File: config.mk
export PLATFORM = sky130hd
export DESIGN_NAME = serial_touch_keypad_reader
export DESIGN_NICKNAME = d
export VERILOG_FILES = /design/src/rtl/stkr_pkg.sv /design/src/rtl/stkr_cfg.sv /design/src/rtl/stkr_core.sv /design/src/rtl/serial_touch_keypad_reader.sv
export SDC_FILE = /design/constraint.sdc
export NUM_CORES = 1
export LEC_CHECK = 0
export BUFFER_PORTS_ARGS = -buffer_cell sky130_fd_sc_hd__buf_2
export CORE_UTILIZATION = 31
export DETAILED_ROUTE_END_ITERATION = 12
export HOLD_SLACK_MARGIN = 0.03
export PLACE_DENSITY = 0.5
export SETUP_SLACK_MARGIN = 0.1
export SLEW_MARGIN = 25
export SYNTH_ARGS = -nofsm -noshare
export SYNTH_HDL_FRONTEND = slang
export SYNTH_SLANG_ARGS = --single-unit
File: constraint.sdc
create_clock -name clk -period 6.1 [get_ports clk]
set_clock_uncertainty 0.15 [all_clocks]
set_input_delay 1.22 -clock clk [delete_from_list [all_inputs] [get_ports clk]]
set_output_delay 1.22 -clock clk [all_outputs]
set_load 0.05 [all_outputs]
File: src/rtl/stkr_pkg.sv
// Shared types, constants and the key permutation for the touch keypad reader.
// Used by every module under rtl; has no dependencies of its own.
package stkr_pkg;

  localparam int unsigned KEY_COUNT  = 16;
  localparam int unsigned FRAME_BITS = 17;
  localparam int unsigned WORD_BITS  = 16;
  localparam int unsigned TICK_BITS  = 32;
  localparam int unsigned BIT_CNT_BITS = 5;

  localparam logic [2:0] CAL_DISCARDS = 3'd4;
  localparam logic [2:0] CAL_LAST     = 3'd5;

  localparam logic [15:0] HALF_PERIOD_RESET   = 16'd720;
  localparam logic [15:0] VALID_TIMEOUT_RESET = 16'd5000;
  localparam logic [31:0] SETTLE_RESET        = 32'd2880000;

  typedef enum logic [2:0] {
    PH_IDLE   = 3'd0,
    PH_WAIT   = 3'd1,
    PH_HIGH   = 3'd2,
    PH_LOW    = 3'd3,
    PH_SETTLE = 3'd4
  } phase_t;

  typedef enum logic [1:0] {
    FUNC_TICK  = 2'd0,
    FUNC_READ  = 2'd1,
    FUNC_CALIB = 2'd2
  } func_t;

  typedef enum logic [1:0] {
    REG_HALF_PERIOD   = 2'd0,
    REG_VALID_TIMEOUT = 2'd1,
    REG_SETTLE        = 2'd2
  } reg_index_t;

  typedef struct packed {
    logic [15:0] half_period_ticks;
    logic [15:0] valid_timeout_ticks;
    logic [31:0] settle_ticks;
  } cfg_t;

  typedef struct packed {
    logic        clock_line;
    logic        busy_res;
    logic        done_res;
    logic        timed_out;
    logic [15:0] key_map;
    logic [15:0] raw_word;
  } res_t;

  localparam logic [3:0] KEY_SRC [16] = '{
    4'd6, 4'd4, 4'd7, 4'd5, 4'd2, 4'd12, 4'd13, 4'd14,
    4'd15, 4'd0, 4'd1, 4'd8, 4'd9, 4'd10, 4'd11, 4'd3
  };

  // Touched keys read low, so the raw word is inverted before the baseline mask.
  function automatic logic [15:0] permute_keys(logic [15:0] raw, logic [15:0] base);
    logic [15:0] masked;
    logic [15:0] map;
    masked = (~raw) & base;
    map = '0;
    for (int i = 0; i < 16; i++) begin
      if (i < int'(KEY_COUNT)) map[i] = masked[KEY_SRC[i]];
    end
    return map;
  endfunction

endpackage

File: src/rtl/stkr_cfg.sv
// Configuration register file of the touch keypad reader.
// Depends on stkr_pkg for the register indexes and the configuration struct.
module stkr_cfg (
  input  logic               clk,
  input  logic               rst_n,
  input  logic               wr_en,
  input  logic [1:0]         wr_index,
  input  logic [31:0]        wr_data,
  output stkr_pkg::cfg_t     cfg
);

  stkr_pkg::cfg_t cfg_r;

  always_ff @(posedge clk) begin
    if (!rst_n) begin
      cfg_r.half_period_ticks   <= stkr_pkg::HALF_PERIOD_RESET;
      cfg_r.valid_timeout_ticks <= stkr_pkg::VALID_TIMEOUT_RESET;
      cfg_r.settle_ticks        <= stkr_pkg::SETTLE_RESET;
    end else if (wr_en) begin
      case (wr_index)
        stkr_pkg::REG_HALF_PERIOD:   cfg_r.half_period_ticks   <= wr_data[15:0];
        stkr_pkg::REG_VALID_TIMEOUT: cfg_r.valid_timeout_ticks <= wr_data[15:0];
        stkr_pkg::REG_SETTLE:        cfg_r.settle_ticks        <= wr_data;
        default: ;
      endcase
    end
  end

  assign cfg = cfg_r;

endmodule

File: src/rtl/stkr_core.sv
// Sequencer state and per-tick step logic of the touch keypad reader.
// Depends on stkr_pkg for phases, commands, structs and the key permutation.
module stkr_core (
  input  logic           clk,
  input  logic           rst_n,
  input  logic           step_en,
  input  logic [1:0]     func,
  input  logic           data_line,
  input  stkr_pkg::cfg_t cfg,
  output stkr_pkg::res_t res
);

  stkr_pkg::phase_t phase_r, phase_nxt;
  logic [31:0] tick_r, tick_nxt;
  logic [4:0]  bit_cnt_r, bit_cnt_nxt;
  logic [16:0] shift_r, shift_nxt;
  logic [15:0] cached_r, cached_nxt;
  logic [15:0] base_r, base_nxt;
  logic [15:0] interim_r, interim_nxt;
  logic [2:0]  step_r, step_nxt;
  logic        cal_r, cal_nxt;

  logic [31:0] hp, vt, st, tick_inc;
  logic        fin, fell_back, done;
  logic [15:0] fin_word;

  // A register holding zero behaves as one.
  assign hp = (cfg.half_period_ticks == 16'd0) ? 32'd1 : {16'd0, cfg.half_period_ticks};
  assign vt = (cfg.valid_timeout_ticks == 16'd0) ? 32'd1 : {16'd0, cfg.valid_timeout_ticks};
  assign st = (cfg.settle_ticks == 32'd0) ? 32'd1 : cfg.settle_ticks;
  assign tick_inc = tick_r + 32'd1;

  always_comb begin
    phase_nxt   = phase_r;
    tick_nxt    = tick_r;
    bit_cnt_nxt = bit_cnt_r;
    shift_nxt   = shift_r;
    cached_nxt  = cached_r;
    base_nxt    = base_r;
    interim_nxt = interim_r;
    step_nxt    = step_r;
    cal_nxt     = cal_r;
    fin         = 1'b0;
    fell_back   = 1'b0;
    fin_word    = shift_r[15:0];
    done        = 1'b0;

    case (phase_r)
      stkr_pkg::PH_IDLE: begin
        if (func == stkr_pkg::FUNC_READ || func == stkr_pkg::FUNC_CALIB) begin
          cal_nxt   = (func == stkr_pkg::FUNC_CALIB);
          step_nxt  = 3'd0;
          tick_nxt  = '0;
          phase_nxt = stkr_pkg::PH_WAIT;
        end
      end
      stkr_pkg::PH_WAIT: begin
        if (data_line) begin
          phase_nxt   = stkr_pkg::PH_HIGH;
          tick_nxt    = '0;
          bit_cnt_nxt = '0;
          shift_nxt   = '0;
        end else begin
          tick_nxt = tick_inc;
          if (tick_inc >= vt) begin
            fin       = 1'b1;
            fell_back = 1'b1;
            if (!cal_r)                          fin_word = cached_r;
            else if (step_r >= stkr_pkg::CAL_LAST) fin_word = interim_r;
            else                                 fin_word = 16'hFFFF;
          end
        end
      end
      stkr_pkg::PH_HIGH: begin
        tick_nxt = tick_inc;
        if (tick_inc >= hp) begin
          shift_nxt = {shift_r[15:0], data_line};
          tick_nxt  = '0;
          phase_nxt = stkr_pkg::PH_LOW;
        end
      end
      stkr_pkg::PH_LOW: begin
        tick_nxt = tick_inc;
        if (tick_inc >= hp) begin
          tick_nxt    = '0;
          bit_cnt_nxt = bit_cnt_r + 5'd1;
          if (bit_cnt_nxt >= 5'(stkr_pkg::FRAME_BITS)) begin
            fin      = 1'b1;
            fin_word = shift_r[15:0];
          end else begin
            phase_nxt = stkr_pkg::PH_HIGH;
          end
        end
      end
      stkr_pkg::PH_SETTLE: begin
        tick_nxt = tick_inc;
        if (tick_inc >= st) begin
          tick_nxt  = '0;
          phase_nxt = stkr_pkg::PH_WAIT;
        end
      end
      default: phase_nxt = stkr_pkg::PH_IDLE;
    endcase

    // End of one transfer: a plain read or the last calibration read ends the
    // sequence, any earlier calibration read pauses before the next one.
    if (fin) begin
      if (!cal_r) begin
        cached_nxt = fin_word;
        phase_nxt  = stkr_pkg::PH_IDLE;
        done       = 1'b1;
      end else if (step_r >= stkr_pkg::CAL_LAST) begin
        cached_nxt = fin_word;
        base_nxt   = fin_word;
        cal_nxt    = 1'b0;
        step_nxt   = 3'd0;
        phase_nxt  = stkr_pkg::PH_IDLE;
        done       = 1'b1;
      end else begin
        if (step_r == stkr_pkg::CAL_DISCARDS) interim_nxt = fin_word;
        step_nxt  = step_r + 3'd1;
        phase_nxt = stkr_pkg::PH_SETTLE;
        tick_nxt  = '0;
      end
    end

    res.clock_line = (phase_r == stkr_pkg::PH_HIGH);
    res.busy_res   = (phase_r != stkr_pkg::PH_IDLE);
    res.done_res   = done;
    res.timed_out  = done && fell_back;
    res.key_map    = done ? stkr_pkg::permute_keys(cached_nxt, base_nxt) : 16'd0;
    res.raw_word   = cached_nxt;
  end

  always_ff @(posedge clk) begin
    if (!rst_n) begin
      phase_r   <= stkr_pkg::PH_IDLE;
      tick_r    <= '0;
      bit_cnt_r <= '0;
      shift_r   <= '0;
      cached_r  <= 16'hFFFF;
      base_r    <= 16'hFFFF;
      interim_r <= 16'hFFFF;
      step_r    <= '0;
      cal_r     <= 1'b0;
    end else if (step_en) begin
      phase_r   <= phase_nxt;
      tick_r    <= tick_nxt;
      bit_cnt_r <= bit_cnt_nxt;
      shift_r   <= shift_nxt;
      cached_r  <= cached_nxt;
      base_r    <= base_nxt;
      interim_r <= interim_nxt;
      step_r    <= step_nxt;
      cal_r     <= cal_nxt;
    end
  end

endmodule

File: src/rtl/serial_touch_keypad_reader.sv
// Two-wire touch keypad reader: one input item per system tick, one result per item.
// The result of an accepted item is in the output register in the next cycle.
// Throughput is one item per cycle, set by the single sequencer step between the state
// registers and the output register; input is taken while that register is empty or drains.
// Synchronous active-low reset returns the sequencer to idle, sets cached and baseline
// words to all ones and loads default timing. Depends on stkr_pkg, stkr_cfg and stkr_core.
module serial_touch_keypad_reader (
  input  logic        clk,
  input  logic        rst_n,
  input  logic        in_tvalid,
  output logic        in_tready,
  input  logic [7:0]  in_tdata,   // [0] data_line, [7:1] zero
  input  logic [1:0]  in_tuser,   // [1:0] func
  output logic        out_tvalid,
  input  logic        out_tready,
  output logic [39:0] out_tdata,  // [0] clock_line, [1] busy_res, [2] done_res,
                                  // [3] timed_out, [19:4] key_map, [35:20] raw_word,
                                  // [39:36] zero
  input  logic        cfg_valid,
  output logic        cfg_ready,
  input  logic [1:0]  cfg_index,
  input  logic [31:0] cfg_data
);

  stkr_pkg::cfg_t cfg;
  stkr_pkg::res_t res;
  stkr_pkg::res_t out_r;
  logic           out_valid_r;
  logic           in_fire;

  assign cfg_ready = 1'b1;
  assign in_tready = !out_valid_r || out_tready;
  assign in_fire   = in_tvalid && in_tready;

  stkr_cfg u_cfg (
    .clk      (clk),
    .rst_n    (rst_n),
    .wr_en    (cfg_valid && cfg_ready),
    .wr_index (cfg_index),
    .wr_data  (cfg_data),
    .cfg      (cfg)
  );

  stkr_core u_core (
    .clk       (clk),
    .rst_n     (rst_n),
    .step_en   (in_fire),
    .func      (in_tuser),
    .data_line (in_tdata[0]),
    .cfg       (cfg),
    .res       (res)
  );

  always_ff @(posedge clk) begin
    if (!rst_n) begin
      out_valid_r <= 1'b0;
    end else if (in_fire) begin
      out_valid_r <= 1'b1;
    end else if (out_tready) begin
      out_valid_r <= 1'b0;
    end
  end

  always_ff @(posedge clk) begin
    if (in_fire) out_r <= res;
  end

  assign out_tvalid = out_valid_r;
  assign out_tdata  = {4'd0, out_r.raw_word, out_r.key_map, out_r.timed_out,
                       out_r.done_res, out_r.busy_res, out_r.clock_line};

endmodule

# == Word level (Yosys, flattened, before mapping) ==
# Index checks and enable logic that the tools add are counted.
# word_totals
register_bits,209
inputBits,49
out_inout_bits,43
elab_cells,129
# classes
n_addsub,3
magnitude_cmp,5
n_eq_ne,18
muxes,59
n_bitwise,3
n_reduce_logical,22
# op_table
operator,count
two-way mux 32 bit,8
two-way mux 16 bit,15
case mux 32 bit (4 select lines),1
greater-or-equal comparator 32 bit,3
two-way mux 3 bit,14
"adder 32 x 1 -> 32 bit, second input constant",1
zero test 16 bit,2
zero test 32 bit,1
case mux 16 bit (2 select lines),1
AND 16 bit,1
inverter 16 bit,1
two-way mux 1 bit,15
case mux 3 bit (5 select lines),1
"inequality test 3 x 1 -> 1 bit, second input constant",4
two-way mux 5 bit,2
case mux 5 bit (2 select lines),1
AND reduction 4 bit,2
AND reduction 7 bit,1
"equality test 3 x 2 -> 1 bit, second input constant",2
"equality test 3 bit, second input constant",2
"inequality test 3 x 2 -> 1 bit, second input constant",2
AND reduction 2 bit,3
nonzero test 2 bit,3
"adder 5 x 1 -> 5 bit, second input constant",1
other kinds (18),23

# == Logic depth before layout (Yosys ltp) ==
# depth
depth_word,11
depth_mapped,18
ltp_nobuf,16

# == Hierarchy ==
# From an unflattened synthesis, not the netlist that was laid out.
# unflattened
hier_cells,1194
area_unflattened_um2,11124.4
# modules_own_cells
mod,n_inst,cells_per_inst,area_per_inst_um2,seq_area_each_um2
stkr_core,1,889,7393.3,2162.1
stkr_cfg,1,257,2547.4,1281.2
serial_touch_keypad_reader,1,48,1183.6,1101.1

# == Worst setup path after synthesis ==
# No wires, ideal clock.
# synth_timing
kind,reg-to-reg
from,register u_core.tick_r[0]
to,register out_r (netlist bit out_tdata[20]) (data pin)
setup_time_ns,0.260
arrival_ns,3.940
required_time_ns,5.690
setup_slack_ns,1.749
stages_incl_launch_ff,18
path_buffers,3
period_less_slack_ns,4.351
path_cell_list,dfxtp_1 ha_1 and4_1 clkbuf_1 nand3_1 nor2_1 xor2_1 ha_1 nand2_1 o21ai_0 a41oi_1 o31ai_1 o31ai_4 and2_1 buf_4 nor2_4 buf_6 mux2_4
# synth_lines
element,line_no,source
start: declaration,stkr_core.sv:14,"logic [31:0] tick_r, tick_nxt;"
start signal: assignment,stkr_core.sv:148,tick_r <= tick_nxt;
end signal: assignment,serial_touch_keypad_reader.sv:65,if (in_fire) out_r <= res;
end: declaration,serial_touch_keypad_reader.sv:27,stkr_pkg::res_t out_r;

==> summary.txt <==
Run status
  – Status: finished, final reports clean

Global routing
  – Initial antenna violation count: 0
  – Pin count of the biggest net entering global routing: 107
  – Grt total ovfl: 0
  – All-Layer GR Usage: 15.9%
  – First-pass GRT wire length: 48.7 mm
  – Number of global-route vias before repair: 8863

CTS
  – Clock buffer depth: 3
  – CTS resizes: 0
  – Clk slew on worst S/H paths: 0.06 ns
  – Setup bufs post-CTS: 0
  – Cts hold-fix bufs: 0
  – Cell chosen for the clock root: clkbuf_16
  – Clk Latency, worst-skew pair: 0.55 ns
  – CTS tree: yes
  – Clock tree sinks: 209
  – CTS HTree Levels: 1
  – Total CTS buffers: 26

Drt
  – Avg WL per Cell: 16.5 um
  – Met2 wire len: 13.5 mm
  – Starting DRC count in detailed routing: 542
  – Antenna Nets Post-Route: 0
  – Initial DRT Pass Iterations: 5
  – Met3 WL: 1.13 mm
  – Drt total wl: 30.4 mm
  – Max layer used: met4
  – Drc violations: 0
  – Wl on met1: 15.1 mm
  – DR vias: 9389
  – Via-per-instance ratio: 5.08

Critical path
  – Startpoint Class: flip-flop
  – Reg2reg setup slack: 0.95 ns
  – Worst Path Max Fanout: 10
  – Most frequent CP cell: ha_1
  – Data required time at the worst endpoint: 6.25 ns
  – Crit-path cells: ha_1 -> and4_1 -> nand3_1 -> nor2_1 -> xor2_1 -> ha_1 -> a211o_1 -> a31oi_1 -> o41ai_1 -> o31a_1 -> buf_4 -> mux2_2 -> mux2_1
  – Critical Path Sink Type: flip-flop
  – CP arrival: 5.30 ns
  – Critical path class: flip-flop to flip-flop
  – Crit path largest cell delay: 0.82 ns
  – Crit-path slowest cell: o41ai_1

Die
  – Initial Utilization: 31.6%
  – CORE AREA: 36700 sq um
  – Num ports: 92
  – Chip Width: 195 um
  – Die area: 38100 sq um
  – Die span in y: 195 um
  – Std-Cell Rows: 70

Layout
  – Fin util: 36.1%
  – Area delta synth->final: 14.3%
  – Fillers: 3778
  – Final layout net count: 1479
  – Share of post-route cells with drive strength above 1: 14.5%
  – Antenna Diode Count: 0
  – Fin area: 13200 sq um

Yosys
  – Synth cell types: 77
  – Post-synth ARST share: 0%
  – EDFF count, synth: 36
  – Cell count after synthesis: 1310
  – Mapped cell area: 11600 sq um
  – Seq/Total Area, Yosys: 39.2%
  – Avg Inst Size Synth: 8.84 sq um
  – Ys flop type: dfxtp_1
  – FF+latch count, synth: 209
  – Synth warnings: 0

Job
  – Max cap viols: 0

Min path
  – Hold Crit Class: flip-flop to flip-flop

STA
  – Final number of setup-violating endpoints: 0
  – Worst-Margin Slew: 0.928 ns
  – Max-slew headroom: 37.3%
  – Max Fclk: 194 MHz
  – Final worst slack: 0.953 ns
  – RSZ-0062 raised after global routing: false
  – Final Hold Viols: 0
  – Slew Limit Fails: 0
  – Final period utilization: 84.4%
  – Setup_tns: 0 ns
  – Final Critical Period: 5.15 ns

Pwr
  – Worst vdd ir: 0.157 mV
  – PD cells: 242 nW/um^2
  – Pleak: 5.01 nW

Placed design
  – IO Port Bufs: 79
  – Setup WS pre-CTS: 0.952 ns
  – Routability Congestion: 0.897
  – Post-Place Cell Area: 12400 sq um
  – Dpl hpwl: 21.1 mm
## metrics by stage
| stage | total power, mW | cells | hold slack [ns] |
|---|---|---|---|
| after global routing | 3.33 | 1847 | 0.335 |
| final | 3.21 | 1847 | 0.312 |
| after CTS | 3.24 | 1847 | 0.317 |
| after detailed placement | 1.74 | 1799 | 0.297 |
| after floorplan | 1.65 | 1313 | 0.283 |
| after global placement | 1.74 | 1799 | 0.294 |
## layer usage
metal  vias to the layer above  global-route usage, %
li1                       4757                      -
met1                      4393                   22.3
met2                       193                   25.6
met3                        46                   1.83
met4                         0                   4.20
met5                         -                      0
## final timing paths
path / from / cells after the start / to
min: u_core.base_r[5] / 2 / u_core.base_r[5]
max: u_core.tick_r[1] / 13 / out_tdata[28]
min reg2reg: u_core.base_r[5] / 2 / u_core.base_r[5]
max reg2reg: u_core.tick_r[1] / 13 / out_tdata[28]
## where the power goes
| part | internal, mW | total [mW] | switching [mW] |
|---|---|---|---|
| logic | 0.0734 | 0.260 | 0.187 |
| registers | 1.43 | 1.45 | 0.0217 |
| clock network | 0.868 | 1.49 | 0.625 |
## cells by family (layout without fill, tap and decap cells)
group,Yosys count,count (layout),share of synthesized area [%]
DFF,209,209,39.2
buffers and inverters,162,228,5.88
adders and majority gates,71,71,7.67
and+or+nand+nor,514,514,22.1
AOI/OAI and AO/OA,240,240,15.0
xor gates and xnor gates,28,28,2.12
muxes,84,84,7.90
other,2,5,0.0648
## registers in the layout, indices dropped and copies added (netlist names)
name,count
u_core.phase_r,3
u_core.shift_r,16
u_core.cached_r,16
out_tdata,36
u_cfg.cfg,64
u_core.step_r,3
out_tvalid,1
u_core.bit_cnt_r,5
u_core.interim_r,16
u_core.tick_r,32
u_core.cal_r,1
u_core.base_r,16
## worst max-delay path: cells and delay by family (launching register included)
family / cells / cell delay [ns]
AO/OA/AOI/OAI: 4 / 1.54
XOR/XNOR: 1 / 0.39
adder cells (fa/ha/maj): 2 / 0.54
buffers and inverters: 1 / 0.28
flip-flops: 1 / 0.50
multiplexers: 2 / 0.69
AND/OR/NAND/NOR: 3 / 0.82
## cell type report
cell class	count	area [sq um]	share of cell area [%]
clock buffers	31	669	5.06
flip-flops and latches	209	4540	34.3
inverters	71	267	2.01
repair buffers	109	639	4.83
multi-input cells	942	6380	48.2
clock inverters	17	149	1.12
well taps	468	586	4.42
## layout by cell type, fill, tap and decap left out, types with 26 or more instances in the layout
cell type,n
nand2_1,236
inv_1,70
clkbuf_16,26
buf_2,78
a21boi_0,50
o21ai_0,37
o211ai_1,34
ha_1,71
buf_4,29
nand4_1,46
dfxtp_1,173
nand3_1,32
nor2_1,70
mux2i_1,52
a21oi_1,39
edfxtp_1,36
## synthesized netlist by cell type, types with 3 or more instances
cell / n / area [sq um]
inv_1: 70 / 263
dfxtp_1: 173 / 3460
a21o_1: 10 / 75.1
o21ai_0: 37 / 185
a21boi_0: 50 / 375
nor3_1: 10 / 50.1
a211oi_4: 3 / 60.1
nor4_1: 23 / 144
mux2_4: 9 / 135
o211ai_1: 34 / 255
or4_1: 4 / 30.0
buf_2: 21 / 105
edfxtp_1: 36 / 1080
clkbuf_1: 58 / 218
nor2b_1: 6 / 37.5
a211oi_1: 8 / 60.1
mux2i_1: 52 / 521
and3_1: 8 / 50.1
nand2b_1: 12 / 75.1
nand4_1: 46 / 288
nand3b_1: 6 / 45.0
o31ai_1: 5 / 37.5
mux2_1: 7 / 78.8
and2_1: 10 / 62.6
nor4b_1: 19 / 166
a22o_1: 16 / 140
nor3b_1: 4 / 30.0
or2_2: 7 / 43.8
xnor2_1: 19 / 166
xor2_1: 9 / 78.8
nand2_1: 236 / 886
and4_1: 4 / 35.0
ha_1: 71 / 888
nand3_1: 32 / 160
a2111oi_0: 4 / 35.0
buf_4: 8 / 60.1
nor2_1: 70 / 263
a41o_1: 3 / 30.0
o31a_1: 4 / 35.0
a21oi_1: 39 / 195
mux2_2: 16 / 180
(Power assumes the default switching activity.)
